File: config.mk
export PLATFORM = sky130hd
export DESIGN_NAME = http_request_tokenizer_top
export DESIGN_NICKNAME = d
export VERILOG_FILES = /design/src/rtl/htok_pkg.sv /design/src/rtl/htok_front.sv /design/src/rtl/htok_fifo.sv /design/src/rtl/htok_back.sv /design/src/rtl/http_request_tokenizer_top.sv
export SDC_FILE = /design/constraint.sdc
export NUM_CORES = 1
export LEC_CHECK = 0
export BUFFER_PORTS_ARGS = -buffer_cell sky130_fd_sc_hd__buf_2
export CORE_UTILIZATION = 62
export DETAILED_ROUTE_END_ITERATION = 10
export PLACE_DENSITY = 0.76
export SLEW_MARGIN = 25
export SYNTH_ARGS = -nofsm -noshare
export SYNTH_HDL_FRONTEND = slang
export SYNTH_SLANG_ARGS = --single-unit
export TNS_END_PERCENT = 30
File: constraint.sdc
create_clock -name clk -period 8.5 [get_ports clk]
set_clock_uncertainty 0.15 [all_clocks]
set_input_delay 1.7 -clock clk [delete_from_list [all_inputs] [get_ports clk]]
set_output_delay 1.7 -clock clk [all_outputs]
set_load 0.03 [all_outputs]
File: src/rtl/htok_pkg.sv
// ----------------------------------------------------------------------------
// htok_pkg: shared types and constants of the HTTP request tokenizer
// Result record, result bundle, parser modes, token kinds and character codes.
// ----------------------------------------------------------------------------
package htok_pkg;

	localparam int METHOD_MAX_DEF   = 16;
	localparam int PATH_MAX_LEN_DEF = 256;
	localparam int VERSION_MAX_DEF  = 16;
	localparam int KEY_MAX_DEF      = 49;
	localparam int VALUE_MAX_DEF    = 256;
	localparam int HEADER_MAX_DEF   = 50;

	localparam int FIFO_DEPTH = 4;

	localparam logic [7:0] CH_NUL   = 8'h00;
	localparam logic [7:0] CH_LF    = 8'h0A;
	localparam logic [7:0] CH_CR    = 8'h0D;
	localparam logic [7:0] CH_SPACE = 8'h20;
	localparam logic [7:0] CH_COLON = 8'h3A;

	typedef enum logic [2:0] {
		K_METHOD,
		K_PATH,
		K_VERSION,
		K_KEY,
		K_VALUE,
		K_BODY,
		K_HDR_END,
		K_MSG_END
	} kind_t;

	typedef enum logic [2:0] {
		M_LINE_START,
		M_REQ_GAP,
		M_REQ_TOKEN,
		M_KEY,
		M_VALUE_LEAD,
		M_VALUE,
		M_BLANK,
		M_BODY
	} mode_t;

	typedef struct packed {
		kind_t       kind;
		logic [7:0]  data;
		logic        first;
		logic [5:0]  idx;
		logic        ok;
		logic [5:0]  total;
		logic        trunc;
		logic        run_last;
	} res_t;

	// all results caused by one input beat
	typedef struct packed {
		logic [1:0]      cnt;
		res_t [2:0]      res;
	} bundle_t;

	typedef struct packed {
		logic full;
		logic empty;
	} fifo_stat_t;

	function automatic res_t mk_res(kind_t k, logic [7:0] d, logic f, logic [5:0] i,
			logic ok, logic [5:0] t, logic tr);
		res_t r;
		r.kind     = k;
		r.data     = d;
		r.first    = f;
		r.idx      = i;
		r.ok       = ok;
		r.total    = t;
		r.trunc    = tr;
		r.run_last = 1'b0;
		return r;
	endfunction

endpackage

File: src/rtl/htok_front.sv
// ----------------------------------------------------------------------------
// htok_front: byte classifier
// Parser state machine; takes one byte per cycle while the bundle queue has room and builds its result bundle.
// ----------------------------------------------------------------------------
module htok_front #(
	parameter int METHOD_MAX   = htok_pkg::METHOD_MAX_DEF,
	parameter int PATH_MAX_LEN = htok_pkg::PATH_MAX_LEN_DEF,
	parameter int VERSION_MAX  = htok_pkg::VERSION_MAX_DEF,
	parameter int KEY_MAX      = htok_pkg::KEY_MAX_DEF,
	parameter int VALUE_MAX    = htok_pkg::VALUE_MAX_DEF,
	parameter int HEADER_MAX   = htok_pkg::HEADER_MAX_DEF
) (
	input  logic                 clk,
	input  logic                 arst_n,
	input  logic                 in_valid,
	output logic                 in_ready,
	input  logic [7:0]           in_byte,
	input  logic                 in_last,
	output logic                 push,
	output htok_pkg::bundle_t    bundle,
	input  htok_pkg::fifo_stat_t fstat
);
	import htok_pkg::*;

	localparam int CAP_A   = (METHOD_MAX > VERSION_MAX) ? METHOD_MAX : VERSION_MAX;
	localparam int CAP_B   = (PATH_MAX_LEN > VALUE_MAX) ? PATH_MAX_LEN : VALUE_MAX;
	localparam int CAP_C   = (CAP_A > CAP_B) ? CAP_A : CAP_B;
	localparam int CAP_MAX = (CAP_C > KEY_MAX) ? CAP_C : KEY_MAX;
	localparam int FL_W    = $clog2(CAP_MAX + 1);
	localparam int HS_W    = $clog2(HEADER_MAX + 1);

	mode_t             mode_q, m;
	logic              fld_q, fd;
	logic [1:0]        tok_q, tok;
	logic [FL_W-1:0]   fl_q, fl;
	logic [HS_W-1:0]   hs_q, hs;
	logic              colon_q, colon;
	logic              cut_q, cut;
	logic              drop_q, drop;

	logic [1:0]        cnt;
	res_t [2:0]        r;
	logic              do_line, do_fin, skip, hdr_line, full, ok;
	logic              fb_go;
	kind_t             fb_kind;
	logic [FL_W-1:0]   fb_cap;
	logic              accept;

	assign in_ready = !fstat.full;
	assign accept   = in_valid && in_ready;
	assign push     = accept && (cnt != 2'd0);
	assign bundle.cnt = cnt;
	assign bundle.res = r;

	always_ff @(posedge clk or negedge arst_n) begin
		if (!arst_n) begin
			mode_q  <= M_LINE_START;
			fld_q   <= 1'b0;
			tok_q   <= '0;
			fl_q    <= '0;
			hs_q    <= '0;
			colon_q <= 1'b0;
			cut_q   <= 1'b0;
			drop_q  <= 1'b0;
		end else if (accept) begin
			mode_q  <= m;
			fld_q   <= fd;
			tok_q   <= tok;
			fl_q    <= fl;
			hs_q    <= hs;
			colon_q <= colon;
			cut_q   <= cut;
			drop_q  <= drop;
		end
	end

	always_comb begin
		m        = mode_q;
		fd       = fld_q;
		tok      = tok_q;
		fl       = fl_q;
		hs       = hs_q;
		colon    = colon_q;
		cut      = cut_q;
		drop     = drop_q;
		cnt      = 2'd0;
		r        = '0;
		do_line  = 1'b0;
		do_fin   = 1'b0;
		skip     = 1'b0;
		hdr_line = 1'b0;
		full     = 1'b0;
		ok       = 1'b0;
		fb_go    = 1'b0;
		fb_kind  = K_METHOD;
		fb_cap   = '0;

		if (in_byte == CH_NUL) begin
			do_fin = 1'b1;
		end else begin
			unique case (mode_q)
				M_LINE_START: begin
					if (in_byte == CH_LF) begin
						m = M_LINE_START;
					end else if (in_byte == CH_CR) begin
						m = M_BLANK;
					end else begin
						m       = fd ? M_KEY : M_REQ_GAP;
						fl      = '0;
						do_line = 1'b1;
					end
				end
				M_BLANK: begin
					if (in_byte == CH_LF) begin
						m  = M_BODY;
						fl = '0;
					end
				end
				M_BODY: begin
					r[cnt] = mk_res(K_BODY, in_byte, fl == '0, 6'd0, 1'b0, 6'd0, drop);
					cnt    = cnt + 2'd1;
					fl     = FL_W'(1);
				end
				default: begin
					do_line = 1'b1;
				end
			endcase

			if (do_line) begin
				hdr_line = (m == M_KEY) || (m == M_VALUE_LEAD) || (m == M_VALUE);
				full     = hs >= HS_W'(HEADER_MAX);
				if (in_byte == CH_LF) begin
					if (hdr_line) begin
						ok = colon && !full;
						if (colon && !ok) begin
							drop = 1'b1;
						end
						r[cnt] = mk_res(K_HDR_END, 8'd0, 1'b0, 6'(hs), ok, 6'd0, drop);
						cnt    = cnt + 2'd1;
						if (ok) begin
							hs = hs + HS_W'(1);
						end
					end else begin
						fd = 1'b1;
					end
					m     = M_LINE_START;
					cut   = 1'b0;
					colon = 1'b0;
					fl    = '0;
				end else if (cut) begin
					skip = 1'b1;
				end else if (in_byte == CH_CR) begin
					cut = 1'b1;
				end else if (hdr_line) begin
					if (m == M_KEY) begin
						if (in_byte == CH_COLON) begin
							colon = 1'b1;
							m     = M_VALUE_LEAD;
							fl    = '0;
						end else if (!full) begin
							fb_go   = 1'b1;
							fb_kind = K_KEY;
							fb_cap  = FL_W'(KEY_MAX);
						end
					end else if (!((m == M_VALUE_LEAD) && (in_byte == CH_SPACE))) begin
						m = M_VALUE;
						if (!full) begin
							fb_go   = 1'b1;
							fb_kind = K_VALUE;
							fb_cap  = FL_W'(VALUE_MAX);
						end
					end
				end else begin
					if (in_byte == CH_SPACE) begin
						if (m == M_REQ_TOKEN) begin
							m = M_REQ_GAP;
							if (tok == 2'd3) begin
								cut = 1'b1;
							end
						end
					end else begin
						if (m != M_REQ_TOKEN) begin
							if (tok == 2'd3) begin
								cut  = 1'b1;
								skip = 1'b1;
							end else begin
								tok = tok + 2'd1;
								fl  = '0;
								m   = M_REQ_TOKEN;
							end
						end
						if (!skip) begin
							fb_go = 1'b1;
							case (tok)
								2'd1: begin
									fb_kind = K_METHOD;
									fb_cap  = FL_W'(METHOD_MAX);
								end
								2'd2: begin
									fb_kind = K_PATH;
									fb_cap  = FL_W'(PATH_MAX_LEN);
								end
								default: begin
									fb_kind = K_VERSION;
									fb_cap  = FL_W'(VERSION_MAX);
								end
							endcase
						end
					end
				end
			end

			if (fb_go) begin
				if (fl < fb_cap) begin
					r[cnt] = mk_res(fb_kind, in_byte, fl == '0,
						hdr_line ? 6'(hs) : 6'd0, 1'b0, 6'd0, drop);
					cnt    = cnt + 2'd1;
					fl     = fl + FL_W'(1);
				end else begin
					drop = 1'b1;
				end
			end

			if (in_last) begin
				do_fin = 1'b1;
			end
		end

		if (do_fin) begin
			if ((m == M_KEY) || (m == M_VALUE_LEAD) || (m == M_VALUE)) begin
				ok = colon && (hs < HS_W'(HEADER_MAX));
				if (colon && !ok) begin
					drop = 1'b1;
				end
				r[cnt] = mk_res(K_HDR_END, 8'd0, 1'b0, 6'(hs), ok, 6'd0, drop);
				cnt    = cnt + 2'd1;
				if (ok) begin
					hs = hs + HS_W'(1);
				end
			end
			r[cnt] = mk_res(K_MSG_END, 8'd0, 1'b0, 6'd0, 1'b0, 6'(hs), drop);
			cnt    = cnt + 2'd1;
			m      = M_LINE_START;
			fd     = 1'b0;
			tok    = '0;
			fl     = '0;
			hs     = '0;
			colon  = 1'b0;
			cut    = 1'b0;
			drop   = 1'b0;
		end

		if (cnt != 2'd0) begin
			r[cnt - 2'd1].run_last = 1'b1;
		end
	end

endmodule

File: src/rtl/htok_fifo.sv
// ----------------------------------------------------------------------------
// htok_fifo: bundle queue
// Short queue of result bundles between the classifier and the output stage.
// ----------------------------------------------------------------------------
module htok_fifo (
	input  logic                 clk,
	input  logic                 arst_n,
	input  logic                 push,
	input  htok_pkg::bundle_t    wr_data,
	input  logic                 pop,
	output htok_pkg::bundle_t    rd_data,
	output htok_pkg::fifo_stat_t stat
);
	import htok_pkg::*;

	localparam int PTR_W = $clog2(FIFO_DEPTH);
	localparam int CNT_W = $clog2(FIFO_DEPTH + 1);

	bundle_t            mem_q [FIFO_DEPTH];
	logic [PTR_W-1:0]   wptr_q, rptr_q;
	logic [CNT_W-1:0]   count_q;

	assign rd_data    = mem_q[rptr_q];
	assign stat.full  = count_q == CNT_W'(FIFO_DEPTH);
	assign stat.empty = count_q == '0;

	always_ff @(posedge clk) begin
		if (push) begin
			mem_q[wptr_q] <= wr_data;
		end
	end

	always_ff @(posedge clk or negedge arst_n) begin
		if (!arst_n) begin
			wptr_q  <= '0;
			rptr_q  <= '0;
			count_q <= '0;
		end else begin
			if (push) begin
				wptr_q <= (wptr_q == PTR_W'(FIFO_DEPTH - 1)) ? '0 : wptr_q + PTR_W'(1);
			end
			if (pop) begin
				rptr_q <= (rptr_q == PTR_W'(FIFO_DEPTH - 1)) ? '0 : rptr_q + PTR_W'(1);
			end
			if (push && !pop) begin
				count_q <= count_q + CNT_W'(1);
			end else if (pop && !push) begin
				count_q <= count_q - CNT_W'(1);
			end
		end
	end

endmodule

File: src/rtl/htok_back.sv
// ----------------------------------------------------------------------------
// htok_back: result serializer
// Holds one bundle and hands its results out one beat per cycle while out_ready is high.
// ----------------------------------------------------------------------------
module htok_back (
	input  logic                 clk,
	input  logic                 arst_n,
	input  htok_pkg::bundle_t    rd_data,
	input  htok_pkg::fifo_stat_t fstat,
	output logic                 pop,
	output logic                 out_valid,
	input  logic                 out_ready,
	output htok_pkg::res_t       out_res
);
	import htok_pkg::*;

	bundle_t     hold_q;
	logic [1:0]  pos_q;
	logic        hv_q;
	logic        out_acc, at_end;

	assign out_valid = hv_q;
	assign out_res   = hold_q.res[pos_q];
	assign out_acc   = hv_q && out_ready;
	assign at_end    = pos_q == (hold_q.cnt - 2'd1);
	assign pop       = !fstat.empty && (!hv_q || (out_acc && at_end));

	always_ff @(posedge clk) begin
		if (pop) begin
			hold_q <= rd_data;
		end
	end

	always_ff @(posedge clk or negedge arst_n) begin
		if (!arst_n) begin
			hv_q  <= 1'b0;
			pos_q <= '0;
		end else if (pop) begin
			hv_q  <= 1'b1;
			pos_q <= '0;
		end else if (out_acc) begin
			if (at_end) begin
				hv_q <= 1'b0;
			end else begin
				pos_q <= pos_q + 2'd1;
			end
		end
	end

endmodule

File: src/rtl/http_request_tokenizer_top.sv
// ----------------------------------------------------------------------------
// http_request_tokenizer_top: HTTP request tokenizer
// Tags request bytes as method, path, version, header key/value or body.
// ----------------------------------------------------------------------------
// Usage:
//   s_axis carries one request byte per beat, tlast on the final buffer byte.
//   m_axis carries zero to three tagged results per input byte; tlast marks
//   the last result of that byte, tuser holds the kind.
//   Throughput: one input beat per cycle, set by the classifier state machine;
//   a byte with n results takes n output beats, and a four-entry
//   bundle queue absorbs the difference before s_axis_tready drops.
//   Path: a byte's bundle is registered in the queue, then in the output stage.
//   Reset: parser returns to the start of a request line, queue and output
//   stage empty. A message end also returns the parser to that state.
//   Output stall: results wait in the output stage and queue; input keeps
//   flowing until the queue fills.
// ----------------------------------------------------------------------------
module http_request_tokenizer_top #(
	parameter int METHOD_MAX   = htok_pkg::METHOD_MAX_DEF,
	parameter int PATH_MAX_LEN = htok_pkg::PATH_MAX_LEN_DEF,
	parameter int VERSION_MAX  = htok_pkg::VERSION_MAX_DEF,
	parameter int KEY_MAX      = htok_pkg::KEY_MAX_DEF,
	parameter int VALUE_MAX    = htok_pkg::VALUE_MAX_DEF,
	parameter int HEADER_MAX   = htok_pkg::HEADER_MAX_DEF
) (
	input  logic        clk,
	input  logic        arst_n,
	input  logic        s_axis_tvalid,
	output logic        s_axis_tready,
	input  logic [7:0]  s_axis_tdata,  // in_byte[7:0]
	input  logic        s_axis_tlast,  // in_last
	output logic        m_axis_tvalid,
	input  logic        m_axis_tready,
	output logic [23:0] m_axis_tdata,  // data[7:0], first_of_field[8], header_index[14:9],
	                                   // header_ok[15], header_total[21:16], truncated[22]
	output logic [2:0]  m_axis_tuser,  // kind[2:0]
	output logic        m_axis_tlast   // run_last
);
	import htok_pkg::*;

	bundle_t    wr_bundle, rd_bundle;
	fifo_stat_t fstat;
	logic       push, pop;
	res_t       res;

	htok_front #(
		.METHOD_MAX   (METHOD_MAX),
		.PATH_MAX_LEN (PATH_MAX_LEN),
		.VERSION_MAX  (VERSION_MAX),
		.KEY_MAX      (KEY_MAX),
		.VALUE_MAX    (VALUE_MAX),
		.HEADER_MAX   (HEADER_MAX)
	) u_front (
		.clk      (clk),
		.arst_n   (arst_n),
		.in_valid (s_axis_tvalid),
		.in_ready (s_axis_tready),
		.in_byte  (s_axis_tdata),
		.in_last  (s_axis_tlast),
		.push     (push),
		.bundle   (wr_bundle),
		.fstat    (fstat)
	);

	htok_fifo u_fifo (
		.clk     (clk),
		.arst_n  (arst_n),
		.push    (push),
		.wr_data (wr_bundle),
		.pop     (pop),
		.rd_data (rd_bundle),
		.stat    (fstat)
	);

	htok_back u_back (
		.clk       (clk),
		.arst_n    (arst_n),
		.rd_data   (rd_bundle),
		.fstat     (fstat),
		.pop       (pop),
		.out_valid (m_axis_tvalid),
		.out_ready (m_axis_tready),
		.out_res   (res)
	);

	assign m_axis_tdata = {1'b0, res.trunc, res.total, res.ok, res.idx, res.first, res.data};
	assign m_axis_tuser = res.kind;
	assign m_axis_tlast = res.run_last;

`ifndef ASSERT_OFF
	a_end_no_data: assert property (@(posedge clk) disable iff (!arst_n)
		m_axis_tvalid && (m_axis_tuser == K_HDR_END || m_axis_tuser == K_MSG_END)
		|-> m_axis_tdata[8:0] == 9'd0)
		else $error("end marker carries field data");

	a_ok_only_hdr_end: assert property (@(posedge clk) disable iff (!arst_n)
		m_axis_tvalid && m_axis_tuser != K_HDR_END |-> !m_axis_tdata[15])
		else $error("header_ok outside header end");

	a_total_only_msg_end: assert property (@(posedge clk) disable iff (!arst_n)
		m_axis_tvalid && m_axis_tuser != K_MSG_END |-> m_axis_tdata[21:16] == 6'd0)
		else $error("header_total outside message end");

	a_fifo_stat: assert property (@(posedge clk) disable iff (!arst_n)
		!(fstat.full && fstat.empty))
		else $error("queue full and empty at once");
`endif

endmodule

After elaboration in Yosys (flattened, before gate mapping)
Memories as Yosys holds them, arrays and structs flattened. A register that Yosys moved wholly into a read port is not among the register bits.
Index checks and enable logic that the tools add are counted.
Storage, ports and cells
  register bits: 34
  RAM bits: 332
  input bits: 13
  output and inout bits: 30
  memories: 1
Memories
  u_fifo.mem_q: depth 4, width 83, read ports 1, clocked after memory_dff 1, write ports 1, line htok_fifo.sv:19  | bundle_t mem_q [FIFO_DEPTH];
Operators by class
  add/subtract/negate cells: 15
  order comparisons: 14
  equality and inequality tests: 28
  multiplexer cells: 219
  reduce and logical (&&, ||, !) cells: 48
Operators with widths (number)
  $mux 81: 11
  $bwmux 81: 5
  $mux 9: 31
  $demux 27 s2: 5
  $mux 27: 7
  $mux 3: 32
  $mux 1: 76
  $mux 6: 12
  $mux 2: 35
  $bmux 27 s2: 1
  $pmux 9 s3: 1
  $eq 3x3->1 const B: 7
  $logic_not 9->1: 2
  $lt 2x3->1 const B: 6
  $logic_and 1x1->1: 17
  $add 2x1->2 const B: 8
  $eq 8x4->1 const B: 2
  $eq 8x6->1 const B: 2
  $add 6x1->6 const B: 2
  $reduce_bool 2->1: 6
  $ge 2x1->1 const B: 5
  $ne 2x1->1 const B: 5
  $add 9x1->9 const B: 1
  $eq 3x2->1 const B: 3
  23 further kinds: 42

Depth between registers and ports, before layout
Gate-level depths: netlist (run 1).
  word-level depth: 40
  depth in mapped cells: 35
  depth with buffers taken out: 29

By module
A second synthesis (run 1) with hierarchy kept.
Unflattened totals
  cells, all modules: 1193
  area total of the unflattened synthesis: 19354.8 µm²
By module, submodules not included
  htok_fifo: instances 1, cells each 471, area an instance 12440.7 µm²
  htok_front: instances 1, cells each 517, area an instance 3584.7 µm²
  htok_back: instances 1, cells each 203, area an instance 3318.2 µm²
  http_request_tokenizer_top: instances 1, cells each 2, area an instance 11.3 µm²

Worst setup path after synthesis (run 1)
OpenSTA, ideal clock, no wires.
  kind: in2reg
  start: input port s_axis_tdata[3]
  end: memory u_fifo.mem_q[0][0] (netlist name) (enable)
  library setup time: 0.451 ns
  arrival time: 8.642 ns
  required time: 7.899 ns
  path slack: -0.742 ns
  stages: 29
  path through: clkbuf_1 -> and4bb_2 -> a211oi_2 -> a21oi_2 -> buf_2 -> or3_1 -> clkbuf_1 -> mux2i_1 -> ha_1 -> a31oi_1 -> ha_1 -> nand2_1 -> a221oi_1 -> o211ai_1 -> o21ai_0 -> a41oi_2 -> and2_1 -> buf_2 -> buf_2 -> a21oi_1 -> nor2_1 -> inv_1 -> ha_1 -> a21oi_1 -> ha_1 -> o21ai_0 -> a21oi_1 -> a31oi_4 -> and2_1
Between the ends
  longest elaborated chain between the ends: 37
  elaborated cells on any way between the ends: 114
  those cells by class: 3 x add/sub; 1 x order compare; 13 x eq/ne; 89 x mux; 8 x reduce/logical
RTL lines
  start, declared: line http_request_tokenizer_top.sv:30  | input logic [7:0] s_axis_tdata,
  $eq 8x4->1: line htok_front.sv:105, htok_front.sv:152
  $mux 3: line htok_front.sv:105  | end else if (in_byte == CH_CR) begin
  $mux 3: line htok_front.sv:103  | if (in_byte == CH_LF) begin
  $pmux 3 s2: line htok_front.sv:101  | unique case (mode_q)
  $mux 3: line htok_front.sv:98  | if (in_byte == CH_NUL) begin
  $ne 3x2->1: line htok_front.sv:182  | if (m != M_REQ_TOKEN) begin
  $mux 2: line htok_front.sv:182
  $mux 2: line htok_front.sv:174  | if (in_byte == CH_SPACE) begin
  [22 not listed]
  $mux 2: line htok_front.sv:229  | if (do_fin) begin
  $add 2x1->2: line htok_front.sv:242  | cnt = cnt + 2'd1;
  $mux 2 (*): line htok_front.sv:229
  $reduce_bool 2->1 (*): line htok_front.sv:51  | assign push = accept && (cnt != 2'd0);
  $logic_and 1x1->1 (*): line htok_front.sv:51
  net push: line http_request_tokenizer_top.sv:43  | logic push, pop;
  $mux 1 (*): line htok_fifo.sv:28  | if (push) begin
  $mux 1 (implied by the code) (*): line htok_fifo.sv:29  | mem_q[wptr_q] <= wr_data;
  end, declared: line htok_fifo.sv:19
The timed path passes the listed nets; every way through them passes the cells marked *. The select of a mux whose other input is x is not followed.

Final worst setup path (run 1)
  start: input port s_axis_tdata[5]
  end: register u_fifo.count_q[2]
Between the ends
  longest elaborated chain between the ends: 38
  elaborated cells on any way between the ends: 117
  those cells by class: 3 x add/sub; 1 x order compare; 13 x eq/ne; 88 x mux; 12 x reduce/logical
RTL lines
  $eq 8x4->1: line htok_front.sv:105, htok_front.sv:152
  $mux 3: line htok_front.sv:105
  $mux 3: line htok_front.sv:103
  $pmux 3 s2: line htok_front.sv:101
  $mux 3: line htok_front.sv:98
  $ne 3x2->1: line htok_front.sv:182
  $mux 2: line htok_front.sv:182
  $mux 2: line htok_front.sv:174
  [23 not listed]
  $add 2x1->2: line htok_front.sv:242
  $mux 2 (*): line htok_front.sv:229
  $reduce_bool 2->1 (*): line htok_front.sv:51
  $logic_and 1x1->1 (*): line htok_front.sv:51
  net push: line http_request_tokenizer_top.sv:43
  $logic_not 1->1: line htok_fifo.sv:47  | end else if (pop && !push) begin
  $logic_and 1x1->1: line htok_fifo.sv:47
  $reduce_bool 2->1 (no source line)
  end signal, assigned: line htok_fifo.sv:46  | count_q <= count_q + CNT_W'(1);
  end signal, assigned: line htok_fifo.sv:48  | count_q <= count_q - CNT_W'(1);
  end, declared: line htok_fifo.sv:21  | logic [CNT_W-1:0] count_q;
Marked as above.
A chain may end at the register's enable or synchronous reset.

==> results of run 1 <==
## metal layers
| layer | share of wire | global-route usage |
|---|---|---|
| met5 | 0 | 0 |
| met4 | 0.030 | 0.09366 |
| met3 | 0.075 | 0.04884 |
| met2 | 0.49 | 0.4402 |
| met1 | 0.41 | 0.3694 |
## registers in the layout (all words and copies together), names as in the netlist
name              cells
u_back.hold_q        83
u_back.out_valid      1
u_back.pos_q          2
u_fifo.count_q        3
u_fifo.mem_q        332
u_fifo.rptr_q         2
u_fifo.wptr_q         2
u_front.colon_q       1
u_front.cut_q         1
u_front.drop_q        1
u_front.fl_q          9
u_front.fld_q         1
u_front.hs_q          6
u_front.mode_q        3
u_front.tok_q         2
## final cells by class
cell class,instances,area (µm²)
fill,1891,9032
clock buffer,55,1215
timing repair buffer,69,510.5
multi-input combinational,651,5592
sequential,449,13320
inverter,29,108.9
tap,396,495.5
clock inverter,26,234.0
## power by group through the flow
stage               combinational [µW]  clock [µW]  sequential [µW]
floorplan                         1900           0             3430
global placement                  2570           0             3510
detailed placement                2610           0             3550
CTS                               2640        1950             3520
global route                      2840        2020             3570
finish                            2650        1920             3510
## cells by family after synthesis
family          Yosys count
xor+xnor                 15
fa+ha+maj                27
flops                   449
buf+inv                  84
simple gates            289
mux                     120
other cells               1
compound gates          195
## through the flow
stage	util	setup slack [ps]	setup TNS [ps]
3_3_place_gp	0.6556	507.3	0
4_1_cts	0.7030	825.2	0
5_1_grt	0.7039	218.7	0
3_5_place_dp	0.6556	278.8	0
6_report	0.7039	791.0	0
2_1_floorplan	-	-742.2	-123210
## worst max-delay path, delay by kind of cell
family	cells	cell delay [ps]
muxes	1	300
adders and majority gates	6	1760
buffers and inverters	3	290
AOI/OAI and AO/OA	12	2270
xor gates and xnor gates	2	330
and+or+nand+nor	6	1350
## final timing paths
check / end / slack [ps] / cells after the start
worst max-delay path: u_fifo.count_q[2] / 790 / 30
worst min-delay path: u_front.fl_q[5] / 360 / 1
worst max register to register: u_fifo.count_q[2] / 1720 / 28
worst min register to register: u_front.fl_q[5] / 360 / 1
max in group asynchronous: u_fifo.rptr_q[1] / 6390 / 1
min in group asynchronous: u_front.hs_q[3] / 1140 / 1
## synthesized netlist by cell type (4+ instances only)
master	number	area share
buf_2	5	0.0013
and2_1	39	0.013
a31o_2	4	0.0018
nand3_1	17	0.0044
inv_1	28	0.0055
a21oi_1	21	0.0055
mux2i_1	32	0.017
a32o_1	5	0.0026
nor4_1	6	0.0020
clkbuf_1	40	0.0078
or2_2	4	0.0013
a211oi_1	6	0.0023
nor3_1	8	0.0021
ha_1	26	0.017
nand2_1	84	0.016
mux4_2	83	0.097
o21ai_0	68	0.018
and3_1	12	0.0039
o21a_1	5	0.0020
o21ai_1	5	0.0013
a211o_1	4	0.0018
xor2_1	4	0.0018
nor2b_1	6	0.0020
and4_1	4	0.0018
dfrtp_1	34	0.044
edfxtp_1	415	0.65
a21o_1	5	0.0020
buf_1	8	0.0016
xnor2_1	11	0.0050
nor2_1	75	0.015
a22o_1	8	0.0037
a31oi_1	13	0.0042
nand4_1	8	0.0026
==> run summary, run 1 <==
Post-synth EDFFs = 415
# DRC = 0
mux contribution to synthesized area = 0.1170
Die H = 178.0 µm
share of cells above drive strength 1 = 0.2041
non-filler cells, final = 1675
Pwr per Cell Area = 376.6 nW/µm²
Buffers on Ports = 41
Startpoint Class = input pin
WL final = 41460 µm
leading cell type in the layout, fill and taps excluded = edfxtp_1
endpoints failing setup = 0
routed len/inst = 24.75 µm
remaining antenna violation count = 0
max_slew headroom = 0.3513
P&R area growth vs syn = 11.88%
placed cell count = 1593
Final min period = 7709 ps
Post-Synth Simple-Gate Area = 0.07672
number of global-route vias before repair = 10980
arrival time of the worst setup path = 8020 ps
Async SR Flop Fraction = 0.07572
first drt pass iteration count = 5
crit share post-route = 0.9069
remaining global-route overflow = 0
Cell Rows = 64
Worst Hold Class = flop to flop
initial antenna violation count = 0
Worst Hold Slack = 356.4 ps
Via Count = 10850
R2R Path Start = u_front.mode_q[2]
sw frac = 0.3351
Resized cells post-CTS = 0
Pwr Total = 8089 µW
H-tree levels = 2
Placer Congestion = 0.9153
fin area = 21480 µm²
Data required, critical path = 8810 ps
most frequent cells in the layout = edfxtp_1, nand2_1, mux4_2
root buffer cell = clkbuf_16
leakage = 0.007462 µW
Seq/Total Area, Yosys = 0.6935
syn avg cell area = 16.27 µm²
CP Launch Point = s_axis_tdata[5]
crit end category = flop
status = finished clean
Synth Instances = 1180
P_int = 5378 µW
adder-cell share of the synthesized area = 0.01799
Fmax = 0.1297 GHz
# diodes = 0
total track usage = 0.2701
Final nets = 1285
Area after DPL = 20000 µm²
Synth Area in XOR/XNOR = 0.006844
peak supply drop = 0.0002535 V
clock latency on the worst-skew pair = 550 ps
main flop type after synthesis = edfxtp_1
max-slew violations = 0
Die Width = 178.0 µm
flip-flop and latch count after synthesis = 449
CP most frequent cell = ha_1
Starting Density = 0.6292
clk slew on worst S/H paths = 60 ps
CP max FO = 9
DR vias/cell = 6.478
CTS tree = yes
clock power share = 0.238
largest stage delay on the critical path = 460 ps
critical setup path kind = input pin to flop
dpl hpwl = 25090 µm
Num CTS Buffers = 45
Flop pwr share = 0.434
Hold Crit Start = u_front.fl_q[5]
Hold Fails Final Rpt = 0
Cell Area, Synth = 19200 µm²
first-pass GRT wire length = 63220 µm
largest family of logic cells by synthesized area = multiplexers
CTS sink cnt = 449
Max Buffers Root-to-Sink = 3
Worst-Margin Slew = 965.6 ps
largest net degree at the start of global routing = 84
synth unique cells = 89
setup bufs post-CTS = 0
die area = 31670 µm²
# hold bufs at CTS = 0
I/O pin count = 43
max-cap violation count = 0
sw power = 2711 µW
Worst path slowest cell = nor4_4
1st-iter DRT viols = 945
Synth Area in Compound Gates = 0.07072
RSZ-0062 raised after global routing = false
Core Region = 30510 µm²
Synth warnings = 0
Comb pwr share = 0.328
No activity file was read; power rests on OpenSTA's default activity.
==> inputs of run 2 (changes only) <==
==> constraint.sdc (replaced) <==
create_clock -name clk -period 7.4 [get_ports clk]
set_clock_uncertainty 0.15 [all_clocks]
set_input_delay 1.48 -clock clk [delete_from_list [all_inputs] [get_ports clk]]
set_output_delay 1.48 -clock clk [all_outputs]
set_load 0.03 [all_outputs]
==> run 2 against run 1 <==
  * Non-clock buffer count is 40 higher
  * Cell count is 2.3% higher
  * Critical path type unchanged
  * Combinational power is 20% higher
  * Clock power is 8% higher
  * Wire length is 3.6% higher
==> run summary, run 2 (same netlist as run 1, synthesis figures left out) <==
Critical Path Sink = u_fifo.count_q[2]
Startpoint Class = input pin
# diodes = 0 (unchanged)
Worst Hold Class = flop to flop
Core Region = 30510 µm² (unchanged)
register area = 13320 µm² (unchanged)
Final nets = 1324 (+3.0%)
P&R area growth vs syn = 13.43%
CP max FO = 14 (+5)
placed cell count = 1634 (+2.6%)
leading cell type in the layout, fill and taps excluded = edfxtp_1
FF-to-FF path depth = 28 (unchanged)
Worst path slowest cell = or3_1
Placer Congestion = 0.9306 (+1.7%)
endpoints failing setup = 0 (unchanged)
Max Buffers Root-to-Sink = 3 (unchanged)
arrival time of the worst setup path = 7220 ps (-800 ps)
Worst Hold Slack = 374.2 ps (+17.75 ps)
R2R Path Start = u_front.mode_q[2]
die area = 31670 µm² (unchanged)
max-cap violation count = 0 (unchanged)
clk slew on worst S/H paths = 60 ps (about the same)
remaining global-route overflow = 0 (unchanged)
Num CTS Buffers = 44 (-2.2%)
remaining antenna violation count = 0 (unchanged)
crit share post-route = 0.9349
total track usage = 0.2776 (+0.007520)
I/O pin count = 43 (unchanged)
root buffer cell = clkbuf_16
pre-CTS setup slack = 49.28 ps (-229.5 ps)
r2r setup slk = 1110 ps (-610 ps)
multi-input logic area = 5645 µm² (+0.96%)
max-slew violations = 0 (unchanged)
crit end category = flop
Buffers on Ports = 41 (unchanged)
routed len/inst = 25.07 µm (+1.3%)
Die H = 178.0 µm (unchanged)
Final min period = 6918 ps
# hold bufs at CTS = 0 (unchanged)
status = finished clean
CTS sink cnt = 449 (unchanged)
peak supply drop = 0.0002480 V (-2.2%)
setup_tns = 0 ps (unchanged)
RSZ-0062 raised after global routing = false
H-tree levels = 2 (unchanged)
Resized cells post-CTS = 0 (unchanged)
DR vias/cell = 6.444 (-0.52%)
non-filler cells, final = 1713 (+2.3%)
WL final = 42940 µm (+3.6%)
largest reg by FF count = u_fifo.mem_q
first drt pass iteration count = 5 (unchanged)
Die Width = 178.0 µm (unchanged)
leakage = 0.007589 µW (+1.7%)
most frequent cells in the layout = edfxtp_1, nand2_1, mux4_2
largest stage delay on the critical path = 530 ps (+70 ps)
1st-iter DRT viols = 1089 (+15%)
CTS tree = yes
worst setup margin = 481.5 ps (-309.5 ps)
first-pass GRT wire length = 64310 µm (+1.7%)
max_slew headroom = 0.3665 (+0.01521)
Cell Rows = 64 (unchanged)
dpl hpwl = 27110 µm (+8.1%)
share of cells above drive strength 1 = 0.2270 (+0.02297)
CP most frequent cell = a21oi_2
Hold Fails Final Rpt = 0 (unchanged)
largest net degree at the start of global routing = 60 (-29%)
clock latency on the worst-skew pair = 540 ps (about the same)
filler cell count = 1889 (-0.11%)
Fmax = 0.1445 GHz
Via Count = 11040 (+1.7%)
number of global-route vias before repair = 10980 (-0.064%)
CP Launch Point = s_axis_tdata[5]
critical setup path kind = input pin to flop
Pwr per Cell Area = 428.2 nW/µm² (+14%)
initial antenna violation count = 0 (unchanged)
Worst-Margin Slew = 943.0 ps (-22.64 ps)
Starting Density = 0.6292 (unchanged)
setup bufs post-CTS = 0 (unchanged)
Largest register FFs = 332 (unchanged)
top flop regs = u_fifo.mem_q x332, u_back.hold_q x83, u_front.fl_q x9
Data required, critical path = 7700 ps (-1110 ps)
# DRC = 0 (unchanged)
RR Endpoint = u_fifo.count_q[2]
[run 2: changes by cell type in the layout (fill, tap and decap cells not counted), moves of 2 or more]
cell | previous run | this run
clkinv_2 | 11 | 2
clkbuf_1 | 6 | 15
buf_12 | 6 | 12
o21ai_0 | 68 | 66
a21oi_1 | 21 | 18
ha_1 | 26 | 23
clkbuf_16 | 46 | 44
ha_2 | 0 | 2
bufinv_16 | 3 | 1
buf_4 | 21 | 55
a21oi_2 | 2 | 5
[run 2: worst min path at each step]
stage,from,to,cells past startpoint
after floorplan,u_front.fl_q[5],u_front.fl_q[5],1
after global placement,u_fifo.count_q[2],u_fifo.count_q[2],1
after detailed placement,u_fifo.count_q[2],u_fifo.count_q[2],1
after CTS,u_fifo.count_q[2],u_fifo.count_q[2],1
after global routing,u_fifo.count_q[2],u_fifo.count_q[2],1
final,u_fifo.count_q[2],u_fifo.count_q[2],1
[run 2: metrics by stage]
stage	power, µW	area, µm²	util
2_1_floorplan	6166	19310	-
3_3_place_gp	7140	20440	0.6699
3_5_place_dp	7241	20440	0.6699
4_1_cts	9362	21770	0.7136
5_1_grt	9706	21770	0.7137
6_report	9323	21770	0.7137
[run 2: cell type report]
type	instances	share of cell area
Inverter	29	0.004999
Timing Repair Buffer	109	0.03994
Sequential cell	449	0.6118
Tap cell	396	0.02275
Clock buffer	63	0.05568
Clock inverter	16	0.005574
Multi-Input combinational cell	651	0.2593
[run 2: routing by layer]
metal | track usage | part of all wire
met3 | 0.05013 | 0.072
met4 | 0.08369 | 0.026
met1 | 0.3810 | 0.41
met2 | 0.4565 | 0.49
met5 | 0 | 0
[run 2: where the power goes]
group	total (µW)	switching, µW	internal (µW)
Combinational	3190	1940	1260
Sequential	4050	299	3750
Clock	2080	900	1180
Total	9320	3140	6190
[run 2: worst max-delay path, delay by kind of cell]
| family | cells | cell delay, ps |
|---|---|---|
| adders and majority gates | 6 | 1590 |
| muxes | 1 | 280 |
| buffers and inverters | 4 | 540 |
| AOI/OAI and AO/OA | 12 | 1640 |
| xor gates and xnor gates | 2 | 320 |
| and+or+nand+nor | 6 | 1350 |
==> inputs of run 3 (changes only) <==
--- a/config.mk
+++ b/config.mk
@@ -9,6 +9,7 @@
 export CORE_UTILIZATION = 62
 export DETAILED_ROUTE_END_ITERATION = 10
 export PLACE_DENSITY = 0.76
+export REMOVE_ABC_BUFFERS = 1
 export SLEW_MARGIN = 25
 export SYNTH_ARGS = -nofsm -noshare
 export SYNTH_HDL_FRONTEND = slang
==> run 3 against run 2 <==
  * Global-route usage is 0.055 points higher
  * First-iteration DRC count is 5.4% lower
  * Wire length is 1.9% lower
  * Critical endpoint unchanged
  * Critical path type unchanged
  * Largest cell class unchanged
==> run summary, run 3 (same netlist as run 1, synthesis figures left out) <==
Pwr Total = 9272 µW (-0.54%)
Die H = 178.0 µm (unchanged)
CP max FO = 9 (-5)
clk slew on worst S/H paths = 60 ps (about the same)
H-tree levels = 2 (unchanged)
Resized cells post-CTS = 0 (unchanged)
CTS tree = yes
Largest register FFs = 332 (unchanged)
Flop pwr share = 0.439 (+0.005)
Num CTS Buffers = 44 (unchanged)
endpoints failing setup = 0 (unchanged)
arrival time of the worst setup path = 7310 ps (+90 ps)
dominant delay contributor by cell family on the critical path = compound AO/OA/AOI/OAI gates
setup bufs post-CTS = 0 (unchanged)
crit end category = flop
initial antenna violation count = 0 (unchanged)
P&R area growth vs syn = 13.37% (about the same)
# DRC = 0 (unchanged)
WL final = 42130 µm (-1.9%)
# hold bufs at CTS = 0 (unchanged)
Hold Path Depth = 1 (unchanged)
Bufs and invs on worst path = 3 (-1)
FF-to-FF path depth = 28 (unchanged)
clock latency on the worst-skew pair = 540 ps (about the same)
critical setup path kind = input pin to flop
largest net degree at the start of global routing = 45 (-25%)
leakage = 0.007642 µW (+0.70%)
DR vias/cell = 6.350 (-1.5%)
Core Region = 30510 µm² (unchanged)
sw frac = 0.3345 (-0.001932)
Max Buffers Root-to-Sink = 3 (unchanged)
Placer Congestion = 0.9272 (-0.37%)
Fmax = 0.1430 GHz (-1.1%)
Worst Hold Class = flop to flop
setup_tns = 0 ps (unchanged)
Hold Fails Final Rpt = 0 (unchanged)
max_slew headroom = 0.3572 (-0.009305)
leading cell type in the layout, fill and taps excluded = edfxtp_1
final core occ = 0.7133 (about the same)
Comb pwr share = 0.337 (-0.006)
Final nets = 1334 (+0.76%)
status = finished clean
peak supply drop = 0.0002582 V (+4.1%)
top flop regs = u_fifo.mem_q x332, u_back.hold_q x83, u_front.fl_q x9
Die Width = 178.0 µm (unchanged)
first drt pass iteration count = 5 (unchanged)
max-cap violation count = 0 (unchanged)
RSZ-0062 raised after global routing = false
crit share post-route = 0.9452 (+0.01023)
CTS sink cnt = 449 (unchanged)
Worst path slowest cell = or3_1
Via Count = 10970 (-0.66%)
largest reg by FF count = u_fifo.mem_q
remaining global-route overflow = 0 (unchanged)
P_int = 6171 µW (-0.25%)
remaining antenna violation count = 0 (unchanged)
most frequent cells in the layout = edfxtp_1, nand2_1, mux4_2
Pwr per Cell Area = 426.1 nW/µm² (-0.48%)
largest stage delay on the critical path = 450 ps (-80 ps)
Cell Rows = 64 (unchanged)
Starting Density = 0.6292 (unchanged)
routed len/inst = 24.39 µm (-2.7%)
Data required, critical path = 7720 ps (+20 ps)
Buffers on Ports = 41 (unchanged)
number of global-route vias before repair = 11160 (+1.6%)
Worst-Margin Slew = 959.9 ps (+16.87 ps)
I/O pin count = 43 (unchanged)
share of cells above drive strength 1 = 0.2263 (-0.0007153)
root buffer cell = clkbuf_16
first-pass GRT wire length = 64850 µm (+0.85%)
die area = 31670 µm² (unchanged)
Final min period = 6994 ps (+75.68 ps)
Startpoint Class = input pin
1st-iter DRT viols = 1030 (-5.4%)
dpl hpwl = 26360 µm (-2.8%)
sw power = 3101 µW (-1.1%)
CP most frequent cell = ha_1
total track usage = 0.2782 (+0.0005499)
clock power share = 0.224 (about the same)
stages on the worst setup path = 30 (-3.2%)
max-slew violations = 0 (unchanged)
-- run 3: power groups by stage --
stage	combinational [µW]	sequential (µW)	clock, µW
finish	3130	4070	2080
global route	3370	4130	2200
CTS	3150	4070	2110
floorplan	2010	4160	0
detailed placement	3120	4110	0
global placement	3060	4070	0
-- run 3: final timing paths --
path / from / end / slack (ps)
max: s_axis_tdata[0] / u_fifo.count_q[2] / 410
min reg2reg: u_fifo.count_q[2] / u_fifo.count_q[2] / 350
max in group asynchronous: arst_n / u_fifo.rptr_q[1] / 5540
min: u_fifo.count_q[2] / u_fifo.count_q[2] / 350
max reg2reg: u_front.mode_q[1] / u_fifo.count_q[2] / 950
min in group asynchronous: arst_n / u_fifo.wptr_q[0] / 910
-- run 3: stage by stage --
| stage | cells | hold WS, ps | area (µm²) | setup WS [ps] |
|---|---|---|---|---|
| 2_1_floorplan | 1129 | 303.1 | 18990 | -1765 |
| 3_3_place_gp | 1644 | 338.7 | 20410 | 73.25 |
| 3_5_place_dp | 1644 | 346.6 | 20410 | -124.6 |
| 4_1_cts | 1726 | 353.9 | 21760 | 419.0 |
| 5_1_grt | 1726 | 366.8 | 21760 | 40.79 |
| 6_report | 1727 | 354.4 | 21760 | 405.8 |
-- run 3: metal layers --
layer	routed length, µm	up-vias	track usage
met5	0	-	0
met4	905	0	0.08511
met3	3096	69	0.04542
met2	20670	433	0.4531
met1	17450	5572	0.3887
li1	-	4892	-
-- run 3: layout make-up --
cell class / instances / area, µm²
inverter: 29 / 108.9
timing repair buffer: 119 / 890.9
sequential: 449 / 13320
clock inverter: 21 / 143.9
antenna: 1 / 2.502
fill: 1968 / 8747
multi-input combinational: 651 / 5592
tap: 396 / 495.5
clock buffer: 61 / 1207
-- run 3: worst reg2reg max path, delay by kind of cell, from the launching register on --
kind | cells | cell delay (ps)
buffers and inverters | 2 | 120
XOR/XNOR | 2 | 310
flip-flops | 1 | 660
AO/OA/AOI/OAI | 11 | 2040
AND/OR/NAND/NOR | 6 | 1160
adder cells (fa/ha/maj) | 6 | 1670
multiplexers | 1 | 260
